<file path="src/hw/rtl/assert_macros.svh">
// assertion macros shared by the cell scan modules
// both expect clk_i and rst_ni in scope
`ifndef ASSERT_MACROS_SVH
`define ASSERT_MACROS_SVH

// same-cycle implication
`define ASSERT_IMPL(label, ante, cons) \
  label: assert property (@(posedge clk_i) disable iff (!rst_ni) (ante) |-> (cons)) \
    else $error("assertion failed");

// next-cycle implication
`define ASSERT_NEXT(label, ante, cons) \
  label: assert property (@(posedge clk_i) disable iff (!rst_ni) (ante) |=> (cons)) \
    else $error("assertion failed");

`endif

</file>
<file path="src/hw/rtl/gces_pkg.sv">
package gces_pkg;

  localparam int unsigned DEF_MAX_IMAGE_WIDTH   = 4096;
  localparam int unsigned DEF_MAX_CELLS_PER_ROW = 2048;

  localparam int unsigned COORD_W  = 12;
  localparam int unsigned ERR_W    = 18;
  localparam int unsigned SUM_W    = 28;
  localparam int unsigned OFFSET_W = 10;
  localparam int unsigned K_W      = 3;
  localparam int unsigned DIM_W    = 13;
  localparam int unsigned THRESH_W = 18;
  localparam int unsigned CFG_IDX_W  = 8;
  localparam int unsigned CFG_DATA_W = 18;

  localparam int unsigned QUEUE_DEPTH = 4;
  localparam int unsigned QPTR_W      = 2;
  localparam int unsigned QCNT_W      = 3;

  localparam logic [K_W-1:0]      RST_CELL_SIZE = 3'd5;
  localparam logic [DIM_W-1:0]    RST_WIDTH     = 13'd512;
  localparam logic [DIM_W-1:0]    RST_HEIGHT    = 13'd512;
  localparam logic [THRESH_W-1:0] RST_THRESH    = 18'd400;
  localparam logic [K_W-1:0]      K_MIN         = 3'd1;
  localparam logic [K_W-1:0]      K_MAX         = 3'd5;

  typedef enum logic [CFG_IDX_W-1:0] {
    CFG_CELL_SIZE = 8'd0,
    CFG_WIDTH     = 8'd1,
    CFG_HEIGHT    = 8'd2,
    CFG_THRESH    = 8'd3
  } cfg_idx_e;

  typedef struct packed {
    logic [11:0] pixel_x;
    logic [11:0] pixel_y;
    logic [7:0]  ref_red;
    logic [7:0]  ref_green;
    logic [7:0]  ref_blue;
    logic [7:0]  canvas_red;
    logic [7:0]  canvas_green;
    logic [7:0]  canvas_blue;
  } in_t;

  typedef struct packed {
    logic [11:0] point_x;
    logic [11:0] point_y;
    logic [7:0]  stroke_red;
    logic [7:0]  stroke_green;
    logic [7:0]  stroke_blue;
    logic [27:0] cell_error_sum;
  } out_t;

  // frame geometry as the front end sees it, with k and width already clamped
  typedef struct packed {
    logic [K_W-1:0]   k;
    logic [DIM_W-1:0] width;
    logic [DIM_W-1:0] height;
  } geom_t;

  // one classified pixel on its way to the back end
  typedef struct packed {
    logic [COORD_W-1:0]  col;
    logic [COORD_W-1:0]  base_x;
    logic [COORD_W-1:0]  base_y;
    logic [OFFSET_W-1:0] offset;
    logic [23:0]         colour;
    logic [ERR_W-1:0]    err;
    logic                first;
    logic                last;
  } job_t;

  typedef struct packed {
    logic [SUM_W-1:0]    sum;
    logic [ERR_W-1:0]    max_err;
    logic [OFFSET_W-1:0] offset;
    logic [23:0]         colour;
  } cell_entry_t;

endpackage

</file>
<file path="src/hw/rtl/gces_front.sv">
module gces_front import gces_pkg::*; #(
  parameter int unsigned MAX_CELLS_PER_ROW = DEF_MAX_CELLS_PER_ROW
) (
  input  in_t   pix_i,
  input  geom_t geom_i,
  output logic  keep_o,
  output job_t  job_o
);

  logic [5:0]         mask6;
  logic [4:0]         mask;
  logic [DIM_W-1:0]   used_w;
  logic [DIM_W-1:0]   used_h;
  logic [COORD_W-1:0] col;
  logic [4:0]         u;
  logic [4:0]         v;
  logic [7:0]         dr;
  logic [7:0]         dg;
  logic [7:0]         db;
  logic [15:0]        sq_r;
  logic [15:0]        sq_g;
  logic [15:0]        sq_b;

  always_comb begin
    mask6  = (6'd1 << geom_i.k) - 6'd1;
    mask   = mask6[4:0];
    used_w = (geom_i.width >> geom_i.k) << geom_i.k;
    used_h = (geom_i.height >> geom_i.k) << geom_i.k;
    col    = pix_i.pixel_x >> geom_i.k;
    u      = pix_i.pixel_x[4:0] & mask;
    v      = pix_i.pixel_y[4:0] & mask;

    // leftover strips, pixels beyond the frame and columns past the store are dropped
    keep_o = ({1'b0, pix_i.pixel_x} < used_w) && ({1'b0, pix_i.pixel_y} < used_h) &&
             (32'(col) < MAX_CELLS_PER_ROW);

    dr = (pix_i.ref_red > pix_i.canvas_red) ? pix_i.ref_red - pix_i.canvas_red
                                            : pix_i.canvas_red - pix_i.ref_red;
    dg = (pix_i.ref_green > pix_i.canvas_green) ? pix_i.ref_green - pix_i.canvas_green
                                                : pix_i.canvas_green - pix_i.ref_green;
    db = (pix_i.ref_blue > pix_i.canvas_blue) ? pix_i.ref_blue - pix_i.canvas_blue
                                              : pix_i.canvas_blue - pix_i.ref_blue;
    sq_r = 16'(dr) * 16'(dr);
    sq_g = 16'(dg) * 16'(dg);
    sq_b = 16'(db) * 16'(db);

    job_o.col    = col;
    job_o.base_x = pix_i.pixel_x & ~{7'd0, mask};
    job_o.base_y = pix_i.pixel_y & ~{7'd0, mask};
    job_o.offset = {v, u};
    job_o.colour = {pix_i.ref_red, pix_i.ref_green, pix_i.ref_blue};
    job_o.err    = ERR_W'(sq_r) + ERR_W'(sq_g) + ERR_W'(sq_b);
    job_o.first  = (u == 5'd0) && (v == 5'd0);
    job_o.last   = (u == mask) && (v == mask);
  end

endmodule

</file>
<file path="config.mk">
export PLATFORM = sky130hd
export DESIGN_NAME = gces_front
export DESIGN_NICKNAME = d
export VERILOG_FILES = /design/src/hw/rtl/assert_macros.svh /design/src/hw/rtl/gces_pkg.sv /design/src/hw/rtl/gces_front.sv
export SDC_FILE = /design/constraint.sdc
export NUM_CORES = 1
export LEC_CHECK = 0
export BUFFER_PORTS_ARGS = -buffer_cell sky130_fd_sc_hd__buf_2
export CORE_ASPECT_RATIO = 1.1
export CORE_MARGIN = 1
export CORE_UTILIZATION = 35
export DETAILED_ROUTE_END_ITERATION = 10
export PLACE_DENSITY = 0.57
export SETUP_SLACK_MARGIN = 0.5
export SKIP_LAST_GASP = 1
export SYNTH_ARGS = -nofsm -noshare
export SYNTH_HDL_FRONTEND = slang
export SYNTH_SLANG_ARGS = --single-unit
</file>
<file path="constraint.sdc">
create_clock -name vclk -period 22.5
set_clock_uncertainty 0.2 [all_clocks]
set_input_delay 1.125 -clock vclk [all_inputs]
set_output_delay 1.125 -clock vclk [all_outputs]
set_load 0.03 [all_outputs]
</file>
# Word level (Yosys, flattened, before mapping)
# Index checks and enable logic that the tools add are counted.
# classes
n_eq_ne	2
reduce_logical	6
add_sub_neg	9
order_cmp	6
multipliers	3
bitwise	5
n_mux	3
n_shift	6
# op_table
op	n
$mul A8 B8 Y16	3
$sub A8 B8 Y8	6
$lt A12 B13 Y1	2
$shl A13 B3 Y13	2
$shr A13 B3 Y13	2
$and A12 B12 Y12	2
$gt A8 B8 Y1	3
$mux W8	3
$add A17 B16 Y18	1
$add A16 B16 Y17	1
$lt A12 B12 Y1 const B	1
$not A5 Y12	1
$shr A12 B3 Y12	1
$and A5 B5 Y5	2
$eq A5 B5 Y1	2
$logic_not A5 Y1	2
$shl A1 B3 Y5 const A	1
$sub A5 B1 Y5 const B	1
$logic_and A1 B1 Y1	4
# totals
word_cells	40
inputBits	101
regBits	0
out_inout_bits	91

# Longest topological paths before layout
# logic_depth
depth_word	5
depth_mapped	34
ltp_nobuf	33

# Worst setup path before layout
# Ideal clock, no wire load.
# synth_timing
path_kind	input port to output port
start	in pix_i[21] in the netlist's numbering
end	out job_o[19] in the netlist's numbering
path_slack_ps	12242
stages	32
path_buffers	2
required_ps	21175
arrival_ps	8933
cell_sequence	inv_1 > ha_1 > a21o_1 > a211o_1 > o21ai_1 > buf_4 > mux2_2 > a21oi_1 > o21ai_0 > xnor2_1 > buf_2 > nand2b_1 > fa_1 > inv_1 > fa_1 > inv_1 > fa_1 > fa_1 > inv_1 > fa_1 > inv_1 > fa_1 > fa_1 > inv_1 > ha_1 > o21ai_0 > a21boi_0 > o211ai_1 > a31oi_1 > a21o_1 > a21oi_1 > xnor2_1
# synth_rtl
element	line_no	rtl
start: declaration	gces_front.sv:4	input in_t pix_i,
end: declaration	gces_front.sv:7	output job_t job_o

==> metrics.md <==
| Metric | Value |
|---|---|
| Cells after synthesis | `around 1100` |
| Hold path startpoint | `pix_i[57]` |
| Outcome | `complete, no violations` |
| Inserted Diodes | `0` |
| Warnings from Yosys | `0` |
| First-pass DRT Iterations | `4` |
| Clock buffers | `0` |
| Layout cell share with drive strength beyond 1 | `about 18%` |
| Fillcell total | `between 2000 and 3000` |
| CP dominant cell by count | `fa_1` |
| Register area share after synthesis | `0%` |
| Post-Synth Adder-Cell Area | `between 50 and 60%` |
| Least-Margin Pin Slew | `around 1.1 ns` |
| Worst hold endpoint | `job_o[63]` |
| CP bufs+invs | `7` |
| Post-synth cell types | `64` |
| Simple-gate share of the synthesized area | `~14%` |
| Post-cts repair resize count | `0` |
| Max cap viols | `0` |
| Final worst slack | `approximately 10 ns` |
| Max Slew Vio Count | `0` |
| Setup Viol. Count Final | `0` |
| Syn_nets | `1475` |
| Hold path cells | `2` |
| Post-route ant nets | `0` |
| CP max stage delay | `around 0.82 ns` |
| Syn avg cell area | `approximately 8.1 µm²` |
| Setup TNS | `0 ns` |
| Width of the die | `around 150 µm` |
| Final sequential cell count | `0` |
| Initial drt markers | `approximately 220` |
| GRT overflow | `0` |
| Vias after detailed routing | `roughly 7300` |
| PortBufs | `192` |
| Tmin final | `between 10 and 15 ns` |
| Main combinational cell family by area after synthesis | `adder cells` |
| First-pass GRT wire length | `roughly 37000 µm` |
| Worst setup EP type | `output port` |
| Vias/cell | `4.77` |
| Compound-Gate Fraction of Synth Area | `between 10% and 20%` |
| Setup Crit Path Kind | `input pin to output port` |
| Post-DP HPWL | `around 19000 µm` |
| Placement Rows | `60` |
| Arrival time worst endpoint | `around 11 ns` |
| Setup repair after global routing missed its margin | `no` |
| Remaining DRCs | `0` |
| Mux cell area share after synthesis | `~3.5%` |
| Critical path startpoint | `pix_i[40]` |
| Peak Freq | `82.7 MHz` |
| Core ar. | `approximately 0.025 mm²` |
| Area of the multi-input gates | `0.00748 mm²` |
| Family with the most delay on the worst path | `adder cells` |
| Fin crit share | `a little over half` |
| Synth Area in XOR/XNOR | `under 10%` |
| CTS Hold Bufs | `0` |
| Required time of the critical path | `around 21 ns` |
| Cell at the slowest stage of the critical path | `o21ai_1` |
| Max_slew headroom | `29.4%` |
| Ports | `192` |
| Layout area overhead | `11.2%` |
| Worst-path fanout max | `12` |
| Starting density of the core | `a little over a third` |
| Fin nets | `1614` |
| DP Worst Slack | `around 10 ns` |
| Inst Count DP | `1537` |
| Avg WL per Cell | `between 10 and 15 µm` |
| Count of final hold-check violations | `0` |
| Worst hold slack | `2.32 ns` |
| Total setup buffers inserted after CTS | `0` |
| Vias in the first global route | `7741` |
| Largest net degree at the start of global routing | `25` |
| Sequential Area | `0 µm²` |
| Antenna violations before repair | `0` |
| Drt total wl | `21200 µm` |
| Class of the worst hold path | `input pin to output port` |
| Global Route Usage Sum | `17.0%` |
| GP Congestion | `between 0.8 and 0.9` |
| Die footprint | `approximately 0.026 mm²` |
| Non-filler instance count after layout | `1537` |
| Die Height | `169 µm` |
| CP Launch Type | `input pin` |
| Post-synthesis instance area | `just under 0.009 mm²` |
[metrics by stage]
| stage | utilization (%) | instance area, µm² |
|---|---|---|
| after floorplan | - | 8880 |
| after global placement | 40.0 | 9880 |
| after detailed placement | 40.0 | 9880 |
| after CTS | 40.0 | 9880 |
| after global routing | 40.0 | 9880 |
| final | 40.0 | 9880 |
[cells in the mapped netlist (all sizes together), types with 2 or more instances]
master,number,area share (%)
nor2b,15,1.1
a31oi,7,0.49
nand3,11,0.62
buf,49,3.9
nand2b,13,0.92
nor2,101,4.3
nor3,13,0.73
or2,11,0.77
nor4bb,3,0.34
xor2,10,1.1
o2111a,2,0.25
o2111ai,4,0.39
a221o,2,0.23
o211a,2,0.23
o31ai,2,0.17
clkbuf,12,0.54
o221ai,2,0.20
a211o,4,0.39
a31o,2,0.20
and3,5,0.35
and2,20,1.4
or3,5,0.35
a211oi,3,0.31
fa,138,31
ha,146,21
a2111oi,2,0.48
o211ai,5,0.42
o21ai,29,1.7
mux2,7,0.89
nand4,6,0.42
inv,267,11
a21o,17,1.4
a21boi,4,0.34
o21a,3,0.25
nand2,59,2.5
a21oi,42,2.5
xnor2,24,2.5
o31a,3,0.30
a221oi,3,0.30
mux2i,23,2.6
and4,2,0.20
nand4b,2,0.20
[layer usage]
metal,GRT usage [%],wire length [µm]
met4,2.39,318
met5,0,0
met1,20.8,9330
met3,1.25,694
met2,32.7,10900
[cells in the final DEF (no fill, tap or decap), types with 3 or more instances in the layout]
cell / n
a211o_1: 4
a21boi_0: 4
a21o_1: 17
a21oi_1: 41
a221oi_1: 3
a31oi_1: 7
and2_1: 20
and3_1: 5
buf_2: 192
buf_4: 6
fa_1: 138
ha_1: 146
inv_1: 266
mux2_2: 7
mux2i_1: 23
nand2_1: 59
nand2b_1: 13
nand3_1: 11
nand4_1: 6
nor2_1: 101
nor2b_1: 15
nor3_1: 13
nor4bb_1: 3
o2111ai_1: 4
o211ai_1: 5
o21a_1: 3
o21ai_0: 26
o31a_1: 3
or2_1: 3
or2_2: 8
or3_1: 5
xnor2_1: 23
xor2_1: 9
[how the worst max path moves through the flow]
stage | to | slack (ns) | cells past startpoint
after floorplan | job_o[19] | 12.24 | 32
after global placement | job_o[19] | 10.60 | 33
after detailed placement | job_o[19] | 10.43 | 33
after CTS | job_o[19] | 10.38 | 33
after global routing | job_o[19] | 9.85 | 33
final | job_o[19] | 10.41 | 33
[layout make-up]
type | count | area share (%)
multi-input combinational | 762 | 75.7
timing repair buffer | 198 | 10.2
inverter | 267 | 10.1
tap | 310 | 3.93
[cells by family after synthesis]
logic type      after synthesis
fa+ha+maj                   284
buf+inv                     328
simple gates                270
mux                          30
compound gates              144
xor+xnor                     34
Power is not shown: default switching activity piles up to over one toggle a cycle in this logic, so the estimate is an artifact.
