--- src/hw/rtl/assert_macros.svh ---
// assertion macros shared by the cell scan modules
// both expect clk_i and rst_ni in scope
`ifndef ASSERT_MACROS_SVH
`define ASSERT_MACROS_SVH

// same-cycle implication
`define ASSERT_IMPL(label, ante, cons) \
  label: assert property (@(posedge clk_i) disable iff (!rst_ni) (ante) |-> (cons)) \
    else $error("assertion failed");

// next-cycle implication
`define ASSERT_NEXT(label, ante, cons) \
  label: assert property (@(posedge clk_i) disable iff (!rst_ni) (ante) |=> (cons)) \
    else $error("assertion failed");

`endif

--- src/hw/rtl/gces_pkg.sv ---
package gces_pkg;

  localparam int unsigned DEF_MAX_IMAGE_WIDTH   = 4096;
  localparam int unsigned DEF_MAX_CELLS_PER_ROW = 2048;

  localparam int unsigned COORD_W  = 12;
  localparam int unsigned ERR_W    = 18;
  localparam int unsigned SUM_W    = 28;
  localparam int unsigned OFFSET_W = 10;
  localparam int unsigned K_W      = 3;
  localparam int unsigned DIM_W    = 13;
  localparam int unsigned THRESH_W = 18;
  localparam int unsigned CFG_IDX_W  = 8;
  localparam int unsigned CFG_DATA_W = 18;

  localparam int unsigned QUEUE_DEPTH = 4;
  localparam int unsigned QPTR_W      = 2;
  localparam int unsigned QCNT_W      = 3;

  localparam logic [K_W-1:0]      RST_CELL_SIZE = 3'd5;
  localparam logic [DIM_W-1:0]    RST_WIDTH     = 13'd512;
  localparam logic [DIM_W-1:0]    RST_HEIGHT    = 13'd512;
  localparam logic [THRESH_W-1:0] RST_THRESH    = 18'd400;
  localparam logic [K_W-1:0]      K_MIN         = 3'd1;
  localparam logic [K_W-1:0]      K_MAX         = 3'd5;

  typedef enum logic [CFG_IDX_W-1:0] {
    CFG_CELL_SIZE = 8'd0,
    CFG_WIDTH     = 8'd1,
    CFG_HEIGHT    = 8'd2,
    CFG_THRESH    = 8'd3
  } cfg_idx_e;

  typedef struct packed {
    logic [11:0] pixel_x;
    logic [11:0] pixel_y;
    logic [7:0]  ref_red;
    logic [7:0]  ref_green;
    logic [7:0]  ref_blue;
    logic [7:0]  canvas_red;
    logic [7:0]  canvas_green;
    logic [7:0]  canvas_blue;
  } in_t;

  typedef struct packed {
    logic [11:0] point_x;
    logic [11:0] point_y;
    logic [7:0]  stroke_red;
    logic [7:0]  stroke_green;
    logic [7:0]  stroke_blue;
    logic [27:0] cell_error_sum;
  } out_t;

  // frame geometry as the front end sees it, with k and width already clamped
  typedef struct packed {
    logic [K_W-1:0]   k;
    logic [DIM_W-1:0] width;
    logic [DIM_W-1:0] height;
  } geom_t;

  // one classified pixel on its way to the back end
  typedef struct packed {
    logic [COORD_W-1:0]  col;
    logic [COORD_W-1:0]  base_x;
    logic [COORD_W-1:0]  base_y;
    logic [OFFSET_W-1:0] offset;
    logic [23:0]         colour;
    logic [ERR_W-1:0]    err;
    logic                first;
    logic                last;
  } job_t;

  typedef struct packed {
    logic [SUM_W-1:0]    sum;
    logic [ERR_W-1:0]    max_err;
    logic [OFFSET_W-1:0] offset;
    logic [23:0]         colour;
  } cell_entry_t;

endpackage

--- src/hw/rtl/gces_queue.sv ---
module gces_queue import gces_pkg::*; (
  input  logic clk_i,
  input  logic rst_ni,
  input  logic push_i,
  input  job_t job_i,
  output logic full_o,
  input  logic pop_i,
  output logic valid_o,
  output job_t job_o
);
  `include "assert_macros.svh"

  job_t              slot_q [QUEUE_DEPTH];
  logic [QPTR_W-1:0] wr_ptr_q, wr_ptr_d;
  logic [QPTR_W-1:0] rd_ptr_q, rd_ptr_d;
  logic [QCNT_W-1:0] count_q, count_d;

  assign full_o  = (count_q == QCNT_W'(QUEUE_DEPTH));
  assign valid_o = (count_q != '0);
  assign job_o   = slot_q[rd_ptr_q];

  always_comb begin
    wr_ptr_d = push_i ? wr_ptr_q + 1'b1 : wr_ptr_q;
    rd_ptr_d = pop_i ? rd_ptr_q + 1'b1 : rd_ptr_q;
    count_d  = count_q + QCNT_W'(push_i) - QCNT_W'(pop_i);
  end

  always_ff @(posedge clk_i or negedge rst_ni) begin
    if (!rst_ni) begin
      wr_ptr_q <= '0;
      rd_ptr_q <= '0;
      count_q  <= '0;
    end else begin
      wr_ptr_q <= wr_ptr_d;
      rd_ptr_q <= rd_ptr_d;
      count_q  <= count_d;
    end
  end

  always_ff @(posedge clk_i) begin
    if (push_i) begin
      slot_q[wr_ptr_q] <= job_i;
    end
  end

  `ASSERT_IMPL(a_no_push_full, push_i, !full_o)
  `ASSERT_IMPL(a_no_pop_empty, pop_i, valid_o)
  `ASSERT_IMPL(a_ptr_count, 1'b1, (wr_ptr_q - rd_ptr_q) == count_q[QPTR_W-1:0])

endmodule

--- config.mk ---
export PLATFORM = sky130hd
export DESIGN_NAME = gces_queue
export DESIGN_NICKNAME = d
export VERILOG_FILES = /design/src/hw/rtl/gces_pkg.sv /design/src/hw/rtl/gces_queue.sv
export VERILOG_INCLUDE_DIRS = /design/src /design/src/hw/rtl
export SDC_FILE = /design/constraint.sdc
export NUM_CORES = 1
export LEC_CHECK = 0
export ABC_AREA = 1
export ABC_CLOCK_PERIOD_IN_PS = 2700
export BUFFER_PORTS_ARGS = -buffer_cell sky130_fd_sc_hd__buf_2
export CORE_ASPECT_RATIO = 1.75
export CORE_UTILIZATION = 52
export DETAILED_ROUTE_END_ITERATION = 12
export PLACE_DENSITY = 0.75
export SYNTH_ARGS = -nofsm -noshare
export SYNTH_HDL_FRONTEND = slang
export SYNTH_SLANG_ARGS = --single-unit
--- constraint.sdc ---
create_clock -name clk_i -period 2.7 [get_ports clk_i]
set_input_delay 0.54 -clock clk_i [delete_from_list [all_inputs] [get_ports clk_i]]
set_output_delay 0.54 -clock clk_i [all_outputs]
set_load 0.1 [all_outputs]
# After elaboration in Yosys (flattened, before gate mapping)
# Memory sizes are Yosys's and may differ from the RTL's.
# Index checks and enable logic that the tools add are counted.
# op_classes
add_sub_neg,4
eq_ne,1
muxes,2
n_reduce_logical,1
# ops
cell,count
$add A2 B1 Y2 const B,2
$add A3 B1 Y3,1
$eq A3 B3 Y1 const B,1
$reduce_bool A3 Y1,1
$sub A3 B1 Y3,1
$mux W1,2
# word_totals
regBits,7
ram_bits,360
in_bits,94
output_inout_bits,92
word_cells,12
mem_count,1
# memory_table
memory,depth,word_bits,read_ports,rd_clocked_by_memory_dff,write_ports,line,rtl
slot_q,4,90,1,0,1,gces_queue.sv:13,job_t slot_q [QUEUE_DEPTH];

# Logic depth before layout (Yosys ltp)
# Gate-level depths: netlist of the first run.
# logic_depth
depth_word,2
mapped_depth,10

# Least setup slack after synthesis of the first run
# No wires, ideal clock.
# synth_path
kind,input to register
start,input port push_i
end,memory slot_q[2][0] in the netlist's numbering (enable)
setup_ns,0.444
t_arrival_ns,2.574
slack_ns,-0.318
cell_stages,3
cell_sequence,clkbuf_1 nand2_1 inv_1
# synth_between
elab_chain_len,2
# synth_rtl
element,line,rtl
from (decl),gces_queue.sv:4,"input logic push_i,"
$mux W1,gces_queue.sv:41,if (push_i) begin
$mux W1 (not written as such),gces_queue.sv:42,slot_q[wr_ptr_q] <= job_i;
to (decl),gces_queue.sv:13,
# Every way passes these cells.

==> reports/qor.yml, run 1 <==
cts_max_level: 1
y_dimension_of_the_die_um: 230
synth-seq-cells: 367
cts_tree: "built"
ff_to_ff_start: "wr_ptr_q[0]"
min-delay-start: "job_i[15]"
boundaryPins: 186
antenna_found_initial: 7
post_synth_inst_count: 1455
netlist.area_leader.share: 0.700
arrival_ns: 2.10
final_replace_weighted_congestion: 0.745
wire_length_of_the_first_global_routing_pass_um: 50300
clock_path_buffers: 3
avgSynthCellArea_um2: 10.6
worst-setup-path-type: "reg2out"
post_cts_buffers: 0
vias: 10077
timing.hold.worst_endpoint: "slot_q[1][15]"
worstHoldPathType: "in2reg"
postRouteWirelength_um: 32700
grt_pass1_vias: 10240
ant_nets: 0
series_of_cell_instances_along_the_critical_path: "buf_16 -> buf_16 -> nand2_1 -> nand3_1 -> nand2_1 -> buf_12"
core_mm2: 0.0293
synth_xor_xnor_area_share: 0.00170
drt_drc_violations_left: 0
track_usage: 0.215
largest_net_degree_at_the_start_of_global_routing: 91
fin_skew_ns: 0.0104
rows: 83
ys.warnings.count: 0
final_period_demand_of_the_worst_path_ns: 2.64
post_synth_instance_area_mm2: 0.0154
synth_simple_gate_area_frac: 0.171
path_buf_inv: 3
final_net_count: 1741
worst_path_largest_cell_delay_ns: 0.57
final-setup-viol-count: 0
clkTransAtPathRegs_ns: 0.07
hold_viol_final: 0
crit-reg2reg-capture: "slot_q[0][25]"
critPathCaptureType: "output port"
dp_hpwl_um: 19300
die_width_um: 132
worstPathRequired_ns: 2.16
syn_to_final_growth_pct: 26.5
drtPass1Iterations: 6
rsz0062_at_grt: "yes"
max_slew_margin: 0.606
yosys-mux-area-fraction: 0
layout_worst_path_cycle_share: 0.976
layout.cells.most_common: "sky130_fd_sc_hd__nand2_1"
total_die_area_mm2: 0.0304
cts_sinks: 367
globalRouteOverflowTotal: 0
timing.reg2reg.worst_path_depth: 5
synth_area_leader_cell: "sky130_fd_sc_hd__edfxtp_1"
tightestPinTransition_ns: 0.591
synth_adder_area_share: 0.00616
vias_per_cell: 4.91
timing.critical_path.from_type: "register"
outcome: "complete, no violations"
mostFrequentLayoutCells: "sky130_fd_sc_hd__nand2_1, sky130_fd_sc_hd__inv_1, sky130_fd_sc_hd__edfxtp_1"
slowest_cell_on_the_critical_path: "sky130_fd_sc_hd__dfrtp_4"
max_cap_violations: 0
timing.critical_path.fanout_max: 52
drv_slew: 0
synth-seq-area-share: 0.712
drive_gt1_frac: 0.163
ff2ff_setup_slack_ns: 0.98
synth_top_family_by_area: "simple AND/OR/NAND/NOR gates"
max_freq_ghz: 0.379
numCtsBuffers: 31
wl_per_cell_um: 15.9
drt_iter0_markers: 555
final_cell_area_mm2: 0.0195
synthTopCellsByArea: "sky130_fd_sc_hd__edfxtp_1, sky130_fd_sc_hd__nand2_1, sky130_fd_sc_hd__inv_1"
cts-root-buf: "sky130_fd_sc_hd__clkbuf_16"
port-buffer-count: 185
initial_core_util: 0.527
critical_path.top_delay_family: "buffers and inverters"
complex_gate_fraction_of_the_synthesized_area: 0.000324
mappedNetlistNets: 1556
worstHoldPathCells: 1
synth.lib_cells_used.distinct: 14
insertion_delay_of_the_later_clocked_pin_in_the_worst_skew_pair_ns: 0.57
postPlaceCellArea_mm2: 0.0182
## sequential cells by signal (all words and copies together) (netlist names)
name      count
slot_q      360
rd_ptr_q      2
count_q       3
wr_ptr_q      2
## logic make-up after synthesis
| kind of cell | count (synthesis) |
|---|---|
| adders and majority gates | 7 |
| DFF | 367 |
| AOI/OAI and AO/OA | 1 |
| and+or+nand+nor | 644 |
| xor gates and xnor gates | 3 |
| buffers and inverters | 433 |
## worst max path at each step
stage                 from      endpoint  slack, ns  cells past startpoint
2_1_floorplan       push_i  slot_q[2][0]       0.19                      3
3_3_place_gp   rd_ptr_q[0]     job_o[10]       0.54                      6
3_5_place_dp   rd_ptr_q[0]     job_o[12]       0.48                      6
4_1_cts        rd_ptr_q[0]     job_o[44]      0.005                      6
5_1_grt        rd_ptr_q[0]     job_o[10]      -0.01                      6
6_report       rd_ptr_q[0]     job_o[38]       0.06                      6
## per-layer routing
layer | vias to the layer above | wire, um | GRT usage
met2 | 303 | 18200 | 0.417
met5 | - | 37 | 0
met4 | 6 | 1250 | 0.104
li1 | 4902 | - | -
met1 | 4786 | 11500 | 0.222
met3 | 80 | 1760 | 0.0313
## cells in the mapped netlist
| master | number |
|---|---|
| sky130_fd_sc_hd__nor3_1 | 1 |
| sky130_fd_sc_hd__buf_2 | 41 |
| sky130_fd_sc_hd__clkbuf_1 | 11 |
| sky130_fd_sc_hd__dfrtp_1 | 7 |
| sky130_fd_sc_hd__inv_1 | 372 |
| sky130_fd_sc_hd__xor2_1 | 3 |
| sky130_fd_sc_hd__edfxtp_1 | 360 |
| sky130_fd_sc_hd__ha_1 | 6 |
| sky130_fd_sc_hd__inv_2 | 2 |
| sky130_fd_sc_hd__buf_1 | 7 |
| sky130_fd_sc_hd__o21ai_0 | 1 |
| sky130_fd_sc_hd__nand2_1 | 461 |
| sky130_fd_sc_hd__fa_1 | 1 |
| sky130_fd_sc_hd__nand3_1 | 182 |
## per-stage QoR
| step | TNS, ns | hold slack [ns] | std cells | setup slack [ns] | util |
|---|---|---|---|---|---|
| finish | 0 | 0.185 | 2051 | 0.0645 | 0.667 |
| global route | -0.0403 | 0.161 | 2050 | -0.0117 | 0.667 |
| CTS | 0 | 0.164 | 2045 | 0.00478 | 0.665 |
| detailed placement | 0 | 0.380 | 1986 | 0.477 | 0.623 |
| global placement | 0 | 0.382 | 1986 | 0.542 | 0.623 |
| floorplan | 0 | 0.244 | 1455 | 0.188 | - |
## layout make-up
type                    count  area, um^2
inverters                 374        1440
diodes                      5        12.5
clock buffers              32         779
multi-input cells         655        2780
well taps                 382         478
clock inverters            25         362
fillers                  2047        9760
flip-flops and latches    367       11000
repair buffers            211        2690
## repair_timing
item,4_1_cts,5_1_grt
resized for setup,7,6
cloned,1,1
pin swaps,0,0
hold buffers,1,0
setup endpoints to repair,59,34
hold endpoints to repair,7,0
Power of run 1 is not shown: default switching activity piles up to over one toggle a cycle in this logic, so the estimate is an artifact.
==> run 2, diff against run 1 <==
--- a/config.mk
+++ b/config.mk
@@ -11,8 +11,9 @@
 export BUFFER_PORTS_ARGS = -buffer_cell sky130_fd_sc_hd__buf_2
 export CORE_ASPECT_RATIO = 1.75
 export CORE_UTILIZATION = 52
+export CTS_CLUSTER_SIZE = 40
 export DETAILED_ROUTE_END_ITERATION = 12
-export PLACE_DENSITY = 0.75
+export PLACE_DENSITY_LB_ADDON = 0.1
 export SYNTH_ARGS = -nofsm -noshare
 export SYNTH_HDL_FRONTEND = slang
 export SYNTH_SLANG_ARGS = --single-unit
==> run 2 against run 1 <==
Maximum frequency is 0.26% lower. Via count is 2.4% lower. Worst setup slack got worse by 0.0070 ns. Count of clock-buffer cells in the layout rose by 16. Clock skew fell by 0.00093 ns. Cell count barely moved. Sequential share of layout area grew 2.2 points. Largest cell class unchanged.
==> reports/qor.yml, run 2 (same netlist as run 1, synthesis figures left out) <==
postRouteWirelength_um: 31900  # -2.2%
layout_top_registers: "slot_q x360, count_q x3"
path_buf_inv: 2  # -1
crit-reg2reg-capture: "slot_q[2][33]"
outcome: "complete, no violations"
postPlaceCellArea_mm2: 0.0177  # -3.1%
fin_skew_ns: 0.00951  # -0.000926 ns
seqCellArea_mm2: 0.0110  # unchanged
worst_case_hold_slack_ns: 0.228  # +0.0434 ns
final_replace_weighted_congestion: 0.769  # +3.3%
grt_pass1_vias: 9859  # -3.7%
wire_length_of_the_first_global_routing_pass_um: 51200  # +1.9%
boundaryPins: 186  # unchanged
final-setup-viol-count: 0  # unchanged
series_of_cell_instances_along_the_critical_path: "buf_12 -> nand2_1 -> nand3_1 -> nand2_1 -> buf_2"
rows: 83  # unchanged
timing.reg2reg.worst_path_depth: 5  # unchanged
cts_max_level: 2  # +1
place_ws_ns: 0.498  # +0.0215 ns
globalRouteOverflowTotal: 0  # unchanged
largest_net_degree_at_the_start_of_global_routing: 94  # +3.3%
dp_hpwl_um: 19400  # +0.52%
slowest_cell_on_the_critical_path: "sky130_fd_sc_hd__dfrtp_4"
drt_iter0_markers: 564  # +1.6%
hold_viol_final: 0  # unchanged
grt_use_met2: 0.401  # -0.0154
ff2ff_setup_slack_ns: 0.99  # about the same
min-delay-start: "job_i[24]"
worst_path_most_repeated_cell: "sky130_fd_sc_hd__nand2_1"
worst-setup-path-type: "reg2out"
clkTransAtPathRegs_ns: 0.06  # about the same
max_slew_margin: 0.644  # +0.0381
tightestPinTransition_ns: 0.537  # -0.0535 ns
initial_core_util: 0.527  # unchanged
mostFrequentLayoutCells: "sky130_fd_sc_hd__nand2_1, sky130_fd_sc_hd__inv_1, sky130_fd_sc_hd__edfxtp_1"
cts-root-buf: "sky130_fd_sc_hd__clkbuf_16"
drtPass1Iterations: 5  # -1
clock_path_buffers: 3  # unchanged
die_width_um: 132  # unchanged
largest_reg_flops: 360  # unchanged
core_mm2: 0.0293  # unchanged
final_cell_area_mm2: 0.0188  # -3.8%
worstPathRequired_ns: 2.16  # about the same
numCtsBuffers: 34  # +9.7%
antenna_found_initial: 4  # -3
timing.critical_path.fanout_max: 93  # +79%
post_cts_buffers: 0  # unchanged
track_usage: 0.220  # +0.00543
multi_input_gate_area_mm2: 0.00278  # about the same
worstHoldPathCells: 1  # unchanged
critical_path.top_delay_family: "buffers and inverters"
critPathCaptureType: "output port"
fin_ws_ns: 0.0575  # -0.00699 ns
total_die_area_mm2: 0.0304  # unchanged
final_period_demand_of_the_worst_path_ns: 2.64  # +0.00699 ns
arrival_ns: 2.10  # about the same
grt-busiest-layer: "met2"
y_dimension_of_the_die_um: 230  # unchanged
port-buffer-count: 185  # unchanged
ff_to_ff_start: "wr_ptr_q[0]"
numPlacedInstances: 1987  # +0.050%
vias_per_cell: 4.80  # -2.3%
max_flop_register: "slot_q"
max_freq_ghz: 0.378  # -0.26%
worstHoldPathType: "in2reg"
rsz0062_at_grt: "yes"
drt_drc_violations_left: 0  # unchanged
worst_path_largest_cell_delay_ns: 0.53  # -0.04 ns
timing.hold.worst_endpoint: "slot_q[0][24]"
total_number_of_cells_along_the_worst_setup_path: 5  # -1
globalRouteMet3Util: 0.0434  # +0.0121
max_cap_violations: 0  # unchanged
drv_slew: 0  # unchanged
layout.cells.most_common: "sky130_fd_sc_hd__nand2_1"
wl_per_cell_um: 15.6  # -2.2%
grt.met1_usage: 0.243  # +0.0213
cts_tree: "built"
vias: 9840  # -2.4%
layout_worst_path_cycle_share: 0.979  # +0.00259
layout.cells.non_filler: 2050  # -0.049%
syn_to_final_growth_pct: 21.8
drive_gt1_frac: 0.159  # -0.00440
final.fill_count: 2317  # +13%
final_net_count: 1743  # +0.11%
insertion_delay_of_the_later_clocked_pin_in_the_worst_skew_pair_ns: 0.53  # -0.04 ns
ant_nets: 0  # unchanged
cts_sinks: 367  # unchanged
timing.critical_path.from_type: "register"
-- run 2: changes by cell type in the layout (fill, tap and decap cells not counted), sizes merged --
cell / change
diode: -3
inv: -1
clkbuf: +16
clkinvlp: -2
clkinv: -3
bufbuf: -1
bufinv: -7
-- run 2: how the worst max path moves through the flow --
stage | from | to | slack, ns
4_1_cts | rd_ptr_q[1] | job_o[78] | 0.004
3_3_place_gp | rd_ptr_q[1] | job_o[16] | 0.51
3_5_place_dp | rd_ptr_q[1] | job_o[42] | 0.50
6_report | rd_ptr_q[0] | job_o[78] | 0.06
2_1_floorplan | push_i | slot_q[2][0] | 0.19
5_1_grt | rd_ptr_q[0] | job_o[58] | -0.03
-- run 2: layout make-up --
cell class,instances,area share
Antenna cell,2,0.000266
Clock buffer,48,0.0515
Clock inverter,12,0.00572
Inverter,374,0.0762
Multi-Input combinational cell,655,0.148
Sequential cell,367,0.585
Tap cell,382,0.0254
Timing Repair Buffer,210,0.108
-- run 2: metal layers --
metal  part of all wire  vias to the layer above
met3              0.045                       63
met1               0.38                     4648
met2               0.54                      229
li1                   -                     4896
met4              0.035                        4
met5             0.0010                        -
-- run 2: metrics by stage --
| stage | setup TNS (ns) | util |
|---|---|---|
| 2_1_floorplan | 0 | - |
| 3_3_place_gp | 0 | 0.604 |
| 3_5_place_dp | 0 | 0.604 |
| 4_1_cts | 0 | 0.641 |
| 5_1_grt | -0.0947 | 0.642 |
| 6_report | 0 | 0.642 |
-- run 2: repair_timing --
item	CTS	global route
gates resized for setup	7	3
setup endpoints to repair	45	19
endpoints found under the hold margin	7	0
hold buffers	1	0
-- run 2: worst reg2reg max path, stage by stage, from the launching register on --
cell and delay, ns:
sky130_fd_sc_hd__dfrtp_1 0.42, sky130_fd_sc_hd__inv_1 0.10, sky130_fd_sc_hd__ha_1 0.14, sky130_fd_sc_hd__nand2_1 0.07, sky130_fd_sc_hd__clkinvlp_4 0.23, sky130_fd_sc_hd__buf_4 0.39
Power of run 2 is left out for the same reason.
